<file path="src/rtl/uv_pkg.sv">
`default_nettype none
package uv_pkg;

	// Default queue depths
	localparam int unsigned CLS_DEPTH = 2;
	localparam int unsigned RES_DEPTH = 2;

	// Longest legacy lead: 1111110x opens five continuation bytes
	localparam logic [2:0] MAX_CONT = 3'd5;

	// Byte classes handed from the front to the back
	typedef enum logic [2:0] {
		CLS_ASCII,
		CLS_CONT,
		CLS_LEAD,
		CLS_BAD,
		CLS_END
	} uv_kind_t;

	typedef struct packed {
		uv_kind_t   kind;
		logic [2:0] len;    // continuation bytes opened by a lead
	} uv_cls_t;

	localparam int unsigned CLS_W = $bits(uv_cls_t);

	// Verdict codes
	typedef enum logic [1:0] {
		VERDICT_INVALID = 2'd0,
		VERDICT_ASCII   = 2'd1,
		VERDICT_UTF8    = 2'd2
	} uv_verdict_t;

	localparam int unsigned VERDICT_W = $bits(uv_verdict_t);

endpackage
`default_nettype wire

</file>
<file path="src/rtl/uv_fifo.sv">
`default_nettype none
module uv_fifo #(
	parameter int unsigned WIDTH = 8,
	parameter int unsigned DEPTH = 2
) (
	input  wire logic             clk,
	input  wire logic             arst_n,
	input  wire logic             push,
	input  wire logic [WIDTH-1:0] wr_data,
	output logic                  full,
	input  wire logic             pop,
	output logic [WIDTH-1:0]      rd_data,
	output logic                  empty
);

	localparam int unsigned PTR_W = (DEPTH > 1) ? $clog2(DEPTH) : 1;
	localparam int unsigned CNT_W = $clog2(DEPTH + 1);
	localparam logic [PTR_W-1:0] LAST = PTR_W'(DEPTH - 1);

	logic [WIDTH-1:0] mem_q [DEPTH];
	logic [PTR_W-1:0] wr_ptr_q, rd_ptr_q;
	logic [CNT_W-1:0] cnt_q;
	logic             do_push, do_pop;

	assign full    = (cnt_q == CNT_W'(DEPTH));
	assign empty   = (cnt_q == '0);
	assign do_push = push && !full;
	assign do_pop  = pop && !empty;
	assign rd_data = mem_q[rd_ptr_q];

	// Storage, no reset needed
	always_ff @(posedge clk) begin
		if (do_push) begin
			mem_q[wr_ptr_q] <= wr_data;
		end
	end

	// Pointers and fill count
	always_ff @(posedge clk or negedge arst_n) begin
		if (!arst_n) begin
			wr_ptr_q <= '0;
			rd_ptr_q <= '0;
			cnt_q    <= '0;
		end else begin
			if (do_push) begin
				wr_ptr_q <= (wr_ptr_q == LAST) ? '0 : wr_ptr_q + 1'b1;
			end
			if (do_pop) begin
				rd_ptr_q <= (rd_ptr_q == LAST) ? '0 : rd_ptr_q + 1'b1;
			end
			case ({do_push, do_pop})
				2'b10:   cnt_q <= cnt_q + 1'b1;
				2'b01:   cnt_q <= cnt_q - 1'b1;
				default: cnt_q <= cnt_q;
			endcase
		end
	end

endmodule
`default_nettype wire

</file>
<file path="src/rtl/uv_front.sv">
`default_nettype none
module uv_front
	import uv_pkg::*;
(
	input  wire logic       push,
	input  wire logic [7:0] data_byte,
	input  wire logic       end_of_string,
	input  wire logic       cls_full,
	output logic            full,
	output logic            cls_push,
	output uv_cls_t         cls_data
);

	assign full     = cls_full;
	assign cls_push = push && !cls_full;

	// Class decode: an end item first, else count leading ones of the byte
	always_comb begin
		cls_data.kind = CLS_ASCII;
		cls_data.len  = '0;
		if (end_of_string) begin
			cls_data.kind = CLS_END;
		end else if (!data_byte[7]) begin
			cls_data.kind = CLS_ASCII;
		end else if (!data_byte[6]) begin
			cls_data.kind = CLS_CONT;
		end else if (!data_byte[5]) begin
			cls_data.kind = CLS_LEAD;
			cls_data.len  = 3'd1;
		end else if (!data_byte[4]) begin
			cls_data.kind = CLS_LEAD;
			cls_data.len  = 3'd2;
		end else if (!data_byte[3]) begin
			cls_data.kind = CLS_LEAD;
			cls_data.len  = 3'd3;
		end else if (!data_byte[2]) begin
			cls_data.kind = CLS_LEAD;
			cls_data.len  = 3'd4;
		end else if (!data_byte[1]) begin
			cls_data.kind = CLS_LEAD;
			cls_data.len  = MAX_CONT;
		end else begin
			cls_data.kind = CLS_BAD;    // 0xFE or 0xFF
		end
	end

endmodule
`default_nettype wire

</file>
<file path="src/rtl/uv_back.sv">
`default_nettype none
module uv_back
	import uv_pkg::*;
(
	input  wire logic clk,
	input  wire logic arst_n,
	input  wire logic cls_empty,
	input  uv_cls_t   cls_data,
	output logic      cls_pop,
	input  wire logic res_full,
	output logic      res_push,
	output uv_verdict_t res_verdict
);

	logic [2:0] pend_q;
	logic       multi_q;
	logic       ascii_q;
	logic       err_q;
	logic       is_end;

	assign is_end   = (cls_data.kind == CLS_END);
	// An end transfer needs room in the result queue
	assign cls_pop  = !cls_empty && (!is_end || !res_full);
	assign res_push = cls_pop && is_end;

	// Verdict from the current string state
	always_comb begin
		if (err_q) begin
			res_verdict = VERDICT_INVALID;
		end else if (multi_q) begin
			res_verdict = VERDICT_UTF8;
		end else if (ascii_q) begin
			res_verdict = VERDICT_ASCII;
		end else begin
			res_verdict = VERDICT_INVALID;
		end
	end

	// String state update, one class per cycle on cls_pop
	always_ff @(posedge clk or negedge arst_n) begin
		if (!arst_n) begin
			pend_q  <= '0;
			multi_q <= 1'b0;
			ascii_q <= 1'b1;
			err_q   <= 1'b0;
		end else if (cls_pop) begin
			if (is_end) begin
				pend_q  <= '0;
				multi_q <= 1'b0;
				ascii_q <= 1'b1;
				err_q   <= 1'b0;
			end else if (!err_q) begin
				if (pend_q != '0) begin
					if (cls_data.kind == CLS_CONT) begin
						pend_q <= pend_q - 1'b1;
						if (pend_q == 3'd1) begin
							multi_q <= 1'b1;
						end
					end else begin
						err_q <= 1'b1;
					end
				end else begin
					case (cls_data.kind)
						CLS_ASCII: ;
						CLS_CONT: err_q <= 1'b1;
						CLS_LEAD: begin
							ascii_q <= 1'b0;
							pend_q  <= cls_data.len;
						end
						CLS_BAD: begin
							ascii_q <= 1'b0;
							err_q   <= 1'b1;
						end
						default: ;
					endcase
				end
			end
		end
	end

	// Pending count never exceeds the longest lead
	assert property (@(posedge clk) disable iff (!arst_n) pend_q <= MAX_CONT)
		else $error("pending continuation count out of range");

	// A verdict returns the string state to its reset values
	assert property (@(posedge clk) disable iff (!arst_n)
		res_push |=> (pend_q == '0) && !multi_q && ascii_q && !err_q)
		else $error("string state not cleared after verdict");

	// Error stays until the end of the string
	assert property (@(posedge clk) disable iff (!arst_n)
		(err_q && !res_push) |=> err_q)
		else $error("error flag dropped inside a string");

	// An open or completed sequence rules out plain ASCII
	assert property (@(posedge clk) disable iff (!arst_n)
		(multi_q || pend_q != '0) |-> !ascii_q)
		else $error("multibyte state with ascii flag set");

endmodule
`default_nettype wire

</file>
<file path="src/rtl/utf8_validator.sv">
`default_nettype none
// An item accepted at the input is classified into the class queue; the back pops
// it from there and, for an end item, writes the verdict into the result queue,
// where the consumer pops it. Throughput: one byte or end item per cycle while
// neither queue is full, set by the single state update in the back.
// Reset (arst_n low) empties both queues and clears string state.
module utf8_validator
	import uv_pkg::*;
#(
	parameter int unsigned CLS_QDEPTH = CLS_DEPTH,
	parameter int unsigned RES_QDEPTH = RES_DEPTH
) (
	input  wire logic       clk,
	input  wire logic       arst_n,
	input  wire logic       push,
	output logic            full,
	input  wire logic [7:0] data_byte,
	input  wire logic       end_of_string,
	output logic            empty,
	input  wire logic       pop,
	output logic [1:0]      verdict
);

	uv_cls_t     fr_cls;
	uv_cls_t     bk_cls;
	logic [CLS_W-1:0] bk_cls_bits;
	logic        fr_push;
	logic        cls_full, cls_empty, cls_pop;
	logic        res_full, res_push;
	uv_verdict_t res_verdict;

	uv_front u_front (
		.push          (push),
		.data_byte     (data_byte),
		.end_of_string (end_of_string),
		.cls_full      (cls_full),
		.full          (full),
		.cls_push      (fr_push),
		.cls_data      (fr_cls)
	);

	// Class queue between front and back
	uv_fifo #(
		.WIDTH (CLS_W),
		.DEPTH (CLS_QDEPTH)
	) u_cls_q (
		.clk     (clk),
		.arst_n  (arst_n),
		.push    (fr_push),
		.wr_data (fr_cls),
		.full    (cls_full),
		.pop     (cls_pop),
		.rd_data (bk_cls_bits),
		.empty   (cls_empty)
	);

	assign bk_cls = uv_cls_t'(bk_cls_bits);

	uv_back u_back (
		.clk         (clk),
		.arst_n      (arst_n),
		.cls_empty   (cls_empty),
		.cls_data    (bk_cls),
		.cls_pop     (cls_pop),
		.res_full    (res_full),
		.res_push    (res_push),
		.res_verdict (res_verdict)
	);

	// Result queue toward the consumer
	uv_fifo #(
		.WIDTH (VERDICT_W),
		.DEPTH (RES_QDEPTH)
	) u_res_q (
		.clk     (clk),
		.arst_n  (arst_n),
		.push    (res_push),
		.wr_data (res_verdict),
		.full    (res_full),
		.pop     (pop),
		.rd_data (verdict),
		.empty   (empty)
	);

endmodule
`default_nettype wire

</file>
<file path="config.mk">
export PLATFORM = sky130hd
export DESIGN_NAME = utf8_validator
export DESIGN_NICKNAME = d
export VERILOG_FILES = /design/src/rtl/uv_pkg.sv /design/src/rtl/uv_fifo.sv /design/src/rtl/uv_front.sv /design/src/rtl/uv_back.sv /design/src/rtl/utf8_validator.sv
export SDC_FILE = /design/constraint.sdc
export NUM_CORES = 1
export LEC_CHECK = 0
export BUFFER_PORTS_ARGS = -buffer_cell sky130_fd_sc_hd__buf_2
export CAP_MARGIN = 0
export CORE_AREA = 2 2 68 83
export DETAILED_ROUTE_END_ITERATION = 16
export DIE_AREA = 0 0 70 85
export RECOVER_POWER = 50
export SLEW_MARGIN = 20
export SYNTH_ARGS = -nofsm -noshare
export SYNTH_HDL_FRONTEND = slang
export SYNTH_HIERARCHICAL = 1
export SYNTH_SLANG_ARGS = --single-unit
</file>
<file path="constraint.sdc">
create_clock -name clk -period 2.74 [get_ports clk]
set_input_delay 0.411 -clock clk [delete_from_list [all_inputs] [get_ports clk]]
set_output_delay 0.411 -clock clk [all_outputs]
set_load 0.05 [all_outputs]
</file>
==> results of run 1 <==
==> timing repair <==
item / 4_1_cts / 5_1_grt
gates resized for setup: 0 / 1
setup buffers: 0 / 0
setup endpoints to repair: 0 / 1
==> registers in the layout, summed over array words and instances (netlist names) <==
signal	count
u_back/ascii_q	1
u_back/err_q	1
u_back/multi_q	1
u_back/pend_q	3
u_cls_q/cnt_q	2
u_cls_q/mem_q	12
u_cls_q/rd_ptr_q	1
u_cls_q/wr_ptr_q	1
u_res_q/cnt_q	2
u_res_q/mem_q	4
u_res_q/rd_ptr_q	1
u_res_q/wr_ptr_q	1
==> cells by family after synthesis <==
logic type                 count (synthesis)
and+or+nand+nor                           44
DFF                                       30
AOI/OAI and AO/OA                         16
buffers and inverters                     13
muxes                                     11
xor gates and xnor gates                  10
adders and majority gates                  5
==> area by class of cell <==
class | count | area share, %
timing repair buffer | 16 | 4.58
sequential | 30 | 47.7
clock buffer | 7 | 4.94
multi-input combinational | 86 | 36.4
tap | 62 | 4.44
inverter | 9 | 1.93
==> per-layer routing <==
layer  track usage (%)  part of all wire [%]  up-vias
met2              15.9                    50       20
met4              5.77                   2.6        0
li1                  -                     -      499
met5                 0                     0        -
met1              10.9                    43      456
met3              3.33                   4.5        7
==> how the worst max path moves through the flow <==
stage	from	slack, ns	cells past startpoint	to
2_1_floorplan	u_cls_q/rd_ptr_q	0.22	10	u_res_q/cnt_q[1]
3_3_place_gp	u_cls_q/rd_ptr_q	0.18	8	u_res_q/cnt_q[1]
3_5_place_dp	u_cls_q/rd_ptr_q	0.17	8	u_res_q/cnt_q[1]
4_1_cts	u_cls_q/rd_ptr_q	0.14	8	u_res_q/cnt_q[1]
5_1_grt	u_cls_q/rd_ptr_q	0.05	8	u_res_q/cnt_q[1]
6_report	u_cls_q/rd_ptr_q	0.24	8	u_res_q/cnt_q[1]
==> through the flow <==
| step | util, % | area (um2) |
|---|---|---|
| 3_5_place_dp | 32.4 | 1670 |
| 2_1_floorplan | - | 1540 |
| 4_1_cts | 34.1 | 1760 |
| 6_report | 33.9 | 1750 |
| 3_3_place_gp | 32.4 | 1670 |
| 5_1_grt | 33.9 | 1750 |
==> where the power goes <==
group | switching, W | total [W] | internal, W
clock network | 0.000146 | 0.000344 | 0.000199
registers | 0.000112 | 0.000754 | 0.000642
logic | 0.000461 | 0.000824 | 0.000363
total | 0.000719 | 0.00192 | 0.00120
==> synth_stat cells (all sizes together), types with 2 or more instances <==
library cell  instances  area (um2)
a21oi                 3        15.0
and3                  2        12.5
buf                   4        25.0
dfrtp                13         325
edfxtp               16         480
ha                    5        62.6
inv                   9        33.8
mux2                  8        90.1
mux2i                 3        30.0
nand2                 8        30.0
nand2b                5        31.3
nand3b                2        15.0
nand4b                2        17.5
nor2                  9        33.8
nor2b                 6        42.5
nor3                  4        20.0
o211ai                2        15.0
o311ai                2        17.5
or3                   2        13.8
xnor2                 6        52.6
xor2                  4        35.0
==> worst max-delay path: cells and delay by family, from the launching register on <==
family / cells / cell delay (ns)
xor gates and xnor gates: 1 / 0.14
adders and majority gates: 1 / 0.34
buffers and inverters: 1 / 0.07
DFF: 1 / 0.44
muxes: 1 / 0.43
and+or+nand+nor: 4 / 1.01
==> impl_metrics.yaml, run 1 <==
run_status:
  status: "completed"
critical_path:
  slowest_stage: "or3b_4"
  arrival_ns: 2.71
  r2r_cells: 8
  setup.worst_path.end_class: "register"
  crit_type: "reg -> reg"
  r2r-end: "u_res_q/cnt_q[1]"
  crit_required_ns: 2.94
  rr_startpoint: "u_cls_q/rd_ptr_q"
  crit_fanout: 8
  critPathLaunchType: "register"
  cpPeakStageDelay_ns: 0.45
  r2r_slack_ns: 0.24
  crit_chain: "mux2_2 -> or3b_4 -> or3_1 -> inv_1 -> nand2_1 -> ha_1 -> nor2_1 -> xor2_1"
clocking:
  cts_tree: "yes"
  hold_buffers: 0
  clk_latency_ns: 0.28
  htree_num_levels: 2
  numCtsBuffers: 5
  clock_sinks: 30
  clockRootBuffer: "clkbuf_8"
  clockBufferDepth: 2
  cts.reportedPaths.clkPinSlew_ns: 0.06
yosys:
  synth_flop_cell: "edfxtp_1"
  netlist_instances: 129
  synth_top_family_by_area: "simple AND/OR/NAND/NOR gates"
  ys_seq_area_share_pct: 54.2
  synthMuxAreaShare_pct: 7.82
  synth_edf_count: 16
  mappedNetlistNets: 147
  synth-xor-area-share_pct: 5.70
  async_flop_share_pct: 46.7
  synth_area_per_cell_um2: 11.9
  synth_compound_area_share_pct: 8.31
  ys_types: 38
  synth_warnings: 6
  synthAdderAreaFrac_pct: 4.07
  synth-simple-area-share_pct: 16.1
  syn_area_um2: 1540
  ys_ff_latch: 30
grt:
  track_usage_pct: 9.69
  grt_max_degree: 15
  gr-total-overflow: 0
  grt_pass1_vias: 1005
  grt_pass1_wl_um: 4500
  antenna_found_initial: 0
floorplanning:
  die_width_um: 70
  die_h_um: 85
  core-area_um2: 5150
  rows: 29
  initial_core_util_pct: 29.8
  die_area_um2: 5950
  boundaryPins: 17
finish:
  fillers: 534
  fin_nets: 166
  layout_common_cells: "edfxtp_1 (16), buf_2 (13), dfrtp_1 (12)"
  mostFrequentLayoutCell: "edfxtp_1"
  syn_to_final_growth_pct: 13.8
  antennaDiodeCount: 0
  fin_cells: 210
  multi_input_area_um2: 636
  drive_gt1_share_pct: 23.0
  seq_area_um2: 833
timing:
  hold_slack_ns: 0.182
  slew_violations: 0
  fin_setup_tns_ns: 0
  slew_headroom_pct: 48.9
  fin_ws_ns: 0.237
  rsz0062_at_grt: "no"
  fin_skew_ns: 0.00150
  fmax_mhz: 400
  final_hold_viol_count: 0
  fin_crit_ns: 2.50
  setup_viol: 0
  min_period_over_period_pct: 91.3
  tightestPinTransition_ns: 0.766
place:
  dp.cells: 203
  portBuffers: 15
  gp_congestion: 0.733
  place_ws_ns: 0.168
  dp_hpwl_um: 1880
routing:
  antenna_left: 0
  drcViolationCount: 0
  drtPass1Iterations: 4
  wl_um: 2450
  vias: 982
  vias_per_cell: 4.68
  drtIter0Drc: 41
  wl_per_cell_um: 11.6
pwr:
  fin_total_pwr_w: 0.00192
  ir_drop_mv: 0.309
  p_per_area_nw_per_um2: 1100
  power.leakage_nw: 0.704
flow_run:
  cap_violations: 0
worst_hold_path:
  hp-class: "in -> async"
No activity file was read; power rests on OpenSTA's default activity.
==> inputs of run 2 (changes only) <==
--- a/config.mk
+++ b/config.mk
@@ -10,7 +10,7 @@
 export CORE_AREA = 2 2 68 83
 export DETAILED_ROUTE_END_ITERATION = 16
 export DIE_AREA = 0 0 70 85
-export RECOVER_POWER = 50
+export RECOVER_POWER = 25
 export SLEW_MARGIN = 20
 export SYNTH_ARGS = -nofsm -noshare
 export SYNTH_HDL_FRONTEND = slang
==> impl_metrics.yaml, run 2 (synthesis results as in run 1) <==
finish:
  layout_common_cells: "edfxtp_1 (16), buf_2 (13), dfrtp_1 (12)"
  fin_nets: 166
  reg_top3: "u_cls_q/mem_q: 12 flops, u_res_q/mem_q: 4 flops, u_back/pend_q: 3 flops"
  final_util_pct: 34.1
  finalInstanceArea_um2: 1760
  max_flop_register: "u_cls_q/mem_q"
  mostFrequentLayoutCell: "edfxtp_1"
  largest_register_ffs: 12
  antennaDiodeCount: 0
  syn_to_final_growth_pct: 14.3
  drive_gt1_share_pct: 24.3
routing:
  vias_per_cell: 4.67
  drtPass1Iterations: 4
  drtIter0Drc: 45
  drcViolationCount: 0
  wl_um: 2450
  antenna_left: 0
  vias: 981
  wl_per_cell_um: 11.7
floorplanning:
  boundaryPins: 17
  die_width_um: 70
  die_area_um2: 5950
  initial_core_util_pct: 29.8
  core-area_um2: 5150
  die_h_um: 85
  rows: 29
clocking:
  cts.reportedPaths.clkPinSlew_ns: 0.06
  cts_resized: 0
  clockBufferDepth: 2
  cts_tree: "yes"
  htree_num_levels: 2
  numCtsBuffers: 5
  cts_setup_buffers: 0
  clk_latency_ns: 0.28
  clock_sinks: 30
  clockRootBuffer: "clkbuf_8"
  hold_buffers: 0
critical_path:
  setup.worst_path.end_class: "register"
  arrival_ns: 2.71
  crit_type: "reg -> reg"
  slowest_stage: "or3b_4"
  worstSetupStartpoint: "u_cls_q/rd_ptr_q"
  rr_startpoint: "u_cls_q/rd_ptr_q"
  crit_family: "simple AND/OR/NAND/NOR gates"
  crit_fanout: 8
  crit_required_ns: 2.94
  crit_buf_inv: 1
  critPathLaunchType: "register"
  crit_chain: "mux2_2 -> or3b_4 -> or3_1 -> inv_1 -> nand2_1 -> ha_1 -> nor2_1 -> xor2_1"
  cpPeakStageDelay_ns: 0.45
timing:
  tightestPinTransition_ns: 0.767
  slew_violations: 0
  setup_viol: 0
  rsz0062_at_grt: "no"
  fmax_mhz: 400
  fin_skew_ns: 0.00150
  fin_ws_ns: 0.237
  final_hold_viol_count: 0
  slew_headroom_pct: 48.9
  min_period_over_period_pct: 91.3
  fin_setup_tns_ns: 0
  fin_crit_ns: 2.50
place:
  dp_hpwl_um: 1880
  place_ws_ns: 0.168
  place_area_um2: 1670
  portBuffers: 15
  gp_congestion: 0.733
grt:
  grt_pass1_vias: 1005
  antenna_found_initial: 0
  gr-total-overflow: 0
  track_usage_pct: 9.69
  grt_max_degree: 15
  grt_pass1_wl_um: 4500
pwr:
  power.leakage_nw: 0.706
  ir_drop_mv: 0.310
  p_per_area_nw_per_um2: 1100
flow_run:
  cap_violations: 0
worst_hold_path:
  hp-class: "in -> async"
run_status:
  status: "completed"
[run 2: changes by cell type in the layout (fill, tap and decap cells not counted)]
| cell | change |
|---|---|
| nor2b_1 | -1 |
| a311oi_1 | -1 |
| a311oi_2 | +1 |
| nor2b_2 | +1 |
[run 2: per-stage QoR]
stage                     hold WS (ns)  cells  total power (W)
final                            0.183    210          0.00193
after CTS                       0.0379    210          0.00196
after detailed placement         0.338    203          0.00160
after floorplan                  0.115    129          0.00144
after global routing             0.268    210          0.00210
after global placement           0.331    203          0.00159
[run 2: cell type report]
class	count	area, um2
tap	62	77.6
timing repair buffer	16	80.1
clock buffer	7	86.3
fill	535	3400
sequential	30	833
multi-input combinational	86	644
inverter	9	33.8
[run 2: final timing paths]
check | to | slack (ns) | cells past startpoint
max | u_res_q/cnt_q[1] | 0.24 | 8
min | u_res_q/rd_ptr_q | 0.18 | 1
max reg2reg | u_res_q/cnt_q[1] | 0.24 | 8
min reg2reg | u_back/ascii_q | 0.48 | 2
max in group asynchronous | u_cls_q/rd_ptr_q | 2.03 | 1
min in group clk | u_cls_q/mem_q[1][5] | 0.42 | 1
[run 2: metal layers]
metal  up-vias  wire, um  GRT usage (%)  part of all wire (%)
met3         7       109           3.33                   4.4
li1        499         -              -                     -
met5         -         0              0                     0
met4         0        64           5.77                   2.6
met1       455      1040           10.9                    42
met2        20      1240           15.9                    50
[run 2: report_power, final]
part           leakage [nW]  internal, W  switching (W)
Sequential            0.313     0.000642       0.000112
Combinational         0.349     0.000364       0.000464
Clock                0.0443     0.000199       0.000146
Total                 0.706      0.00120       0.000722
==> inputs of run 3 (changes only) <==
--- a/config.mk
+++ b/config.mk
@@ -7,9 +7,10 @@
 export LEC_CHECK = 0
 export BUFFER_PORTS_ARGS = -buffer_cell sky130_fd_sc_hd__buf_2
 export CAP_MARGIN = 0
-export CORE_AREA = 2 2 68 83
+export CORE_AREA = 2 2 51 62
 export DETAILED_ROUTE_END_ITERATION = 16
-export DIE_AREA = 0 0 70 85
+export DIE_AREA = 0 0 53 64
+export PLACE_DENSITY = 0.76
 export RECOVER_POWER = 25
 export SLEW_MARGIN = 20
 export SYNTH_ARGS = -nofsm -noshare
==> impl_metrics.yaml, run 3 (synthesis results as in run 1) <==
finish:
  fin_nets: 168
  reg_top3: "u_cls_q/mem_q: 12 flops, u_res_q/mem_q: 4 flops, u_back/pend_q: 3 flops"
  max_flop_register: "u_cls_q/mem_q"
  mostFrequentLayoutCell: "edfxtp_1"
  finalInstanceArea_um2: 1720
  layout_common_cells: "edfxtp_1 (16), buf_2 (13), dfrtp_1 (13)"
  fin_cells: 185
  fillers: 244
  antennaDiodeCount: 0
  drive_gt1_share_pct: 24.5
  syn_to_final_growth_pct: 12.0
  largest_register_ffs: 12
grt:
  antenna_found_initial: 0
  track_usage_pct: 18.4
  grt_pass1_vias: 1087
  grt_pass1_wl_um: 4420
  gr-total-overflow: 0
  grt_max_degree: 15
clocking:
  htree_num_levels: 2
  clockBufferDepth: 2
  clock_sinks: 30
  cts.reportedPaths.clkPinSlew_ns: 0.08
  cts_resized: 0
  cts_tree: "yes"
  clk_latency_ns: 0.32
  clockRootBuffer: "clkbuf_4"
  cts_setup_buffers: 0
  numCtsBuffers: 5
routing:
  drtIter0Drc: 32
  antenna_left: 0
  wl_um: 2560
  wl_per_cell_um: 13.8
  vias: 1033
  drcViolationCount: 0
  vias_per_cell: 5.58
  drtPass1Iterations: 4
timing:
  fin_ws_ns: 0.167
  rsz0062_at_grt: "no"
  tightestPinTransition_ns: 0.756
  final_hold_viol_count: 0
  setup_viol: 0
  fmax_mhz: 389
  hold_slack_ns: 0.391
  fin_crit_ns: 2.57
  min_period_over_period_pct: 93.9
  fin_skew_ns: 0.00541
  slew_violations: 0
  slew_headroom_pct: 49.6
  fin_setup_tns_ns: 0
place:
  portBuffers: 15
  gp_congestion: 0.919
  dp_hpwl_um: 1940
  place_ws_ns: 0.188
  place_area_um2: 1640
  dp.cells: 176
floorplanning:
  die_h_um: 64
  boundaryPins: 17
  rows: 21
  core-area_um2: 2760
  die_area_um2: 3390
  initial_core_util_pct: 55.6
  die_width_um: 53
critical_path:
  setup.worst_path.end_class: "register"
  crit_required_ns: 2.99
  crit_chain: "mux2_2 -> or3b_4 -> or3_1 -> inv_1 -> nand2_1 -> ha_1 -> nor2_1 -> xor2_1"
  critPathLaunchType: "register"
  crit_type: "reg -> reg"
  arrival_ns: 2.82
  cpPeakStageDelay_ns: 0.52
  slowest_stage: "dfrtp_1"
  crit_fanout: 7
pwr:
  power.leakage_nw: 0.711
  ir_drop_mv: 0.699
  p_per_area_nw_per_um2: 1100
flow_run:
  cap_violations: 0
worst_hold_path:
  hp-class: "in -> reg"
run_status:
  status: "completed"
-- run 3: cell types whose count changed in the layout (fill, tap and decap cells not counted) --
cell,delta
clkbuf_4,+5
clkbuf_8,-4
buf_4,+1
clkbuf_1,-1
clkinv_1,+1
dfrtp_1,+1
dfrtp_2,-1
dlygate4sd3_1,+1
-- run 3: area by class of cell --
class / instances / area (um2) / share of cell area (%)
flip-flops and latches: 30 / 832 / 48.4
multi-input cells: 86 / 644 / 37.5
repair buffers: 18 / 97.6 / 5.68
inverters: 9 / 33.8 / 1.97
well taps: 34 / 42.5 / 2.47
clock inverters: 1 / 3.75 / 0.218
clock buffers: 7 / 65.1 / 3.78
-- run 3: stage by stage --
| step | util [%] | total power (W) |
|---|---|---|
| final | 62.3 | 0.00190 |
| after global routing | 62.3 | 0.00205 |
| after CTS | 62.4 | 0.00192 |
| after detailed placement | 59.5 | 0.00162 |
| after global placement | 59.5 | 0.00157 |
| after floorplan | - | 0.00144 |
-- run 3: worst paths after layout --
| check | end | depth (start not counted) | slack [ns] | start |
|---|---|---|---|---|
| hold / removal | u_cls_q/mem_q[0][5] | 1 | 0.39 | end_of_string |
| setup reg to reg | u_res_q/cnt_q[1] | 8 | 0.17 | u_cls_q/rd_ptr_q |
| max in group asynchronous | u_cls_q/wr_ptr_q | 2 | 1.60 | arst_n |
| hold reg to reg | u_back/ascii_q | 2 | 0.49 | u_back/ascii_q |
| min in group asynchronous | u_res_q/wr_ptr_q | 2 | 0.66 | arst_n |
| setup / recovery | u_res_q/cnt_q[1] | 8 | 0.17 | u_cls_q/rd_ptr_q |
-- run 3: critical path, delay by kind of cell (launching register included) --
kind,cells,cell delay (ns)
xor gates and xnor gates,1,0.15
DFF,1,0.52
buffers and inverters,1,0.07
adders and majority gates,1,0.34
and+or+nand+nor,4,0.99
muxes,1,0.44
-- run 3: repair_timing --
| item | CTS | global route |
|---|---|---|
| setup endpoints to repair | 0 | 0 |
| hold buffers | 1 | 0 |
| endpoints found under the hold margin | 13 | 0 |
-- run 3: metal layers --
| layer | vias to the layer above | global-route usage [%] | wire, um |
|---|---|---|---|
| met4 | 0 | 7.69 | 19 |
| met3 | 2 | 7.94 | 147 |
| met5 | - | 0 | 0 |
| met2 | 37 | 33.1 | 1430 |
| li1 | 504 | - | - |
| met1 | 490 | 17.3 | 960 |
-- run 3: power breakdown --
| group | total (W) | internal [W] | leakage, nW | switching (W) |
|---|---|---|---|---|
| Sequential | 0.000759 | 0.000639 | 0.314 | 0.000121 |
| Combinational | 0.000853 | 0.000374 | 0.358 | 0.000479 |
| Clock | 0.000286 | 0.000147 | 0.0390 | 0.000138 |
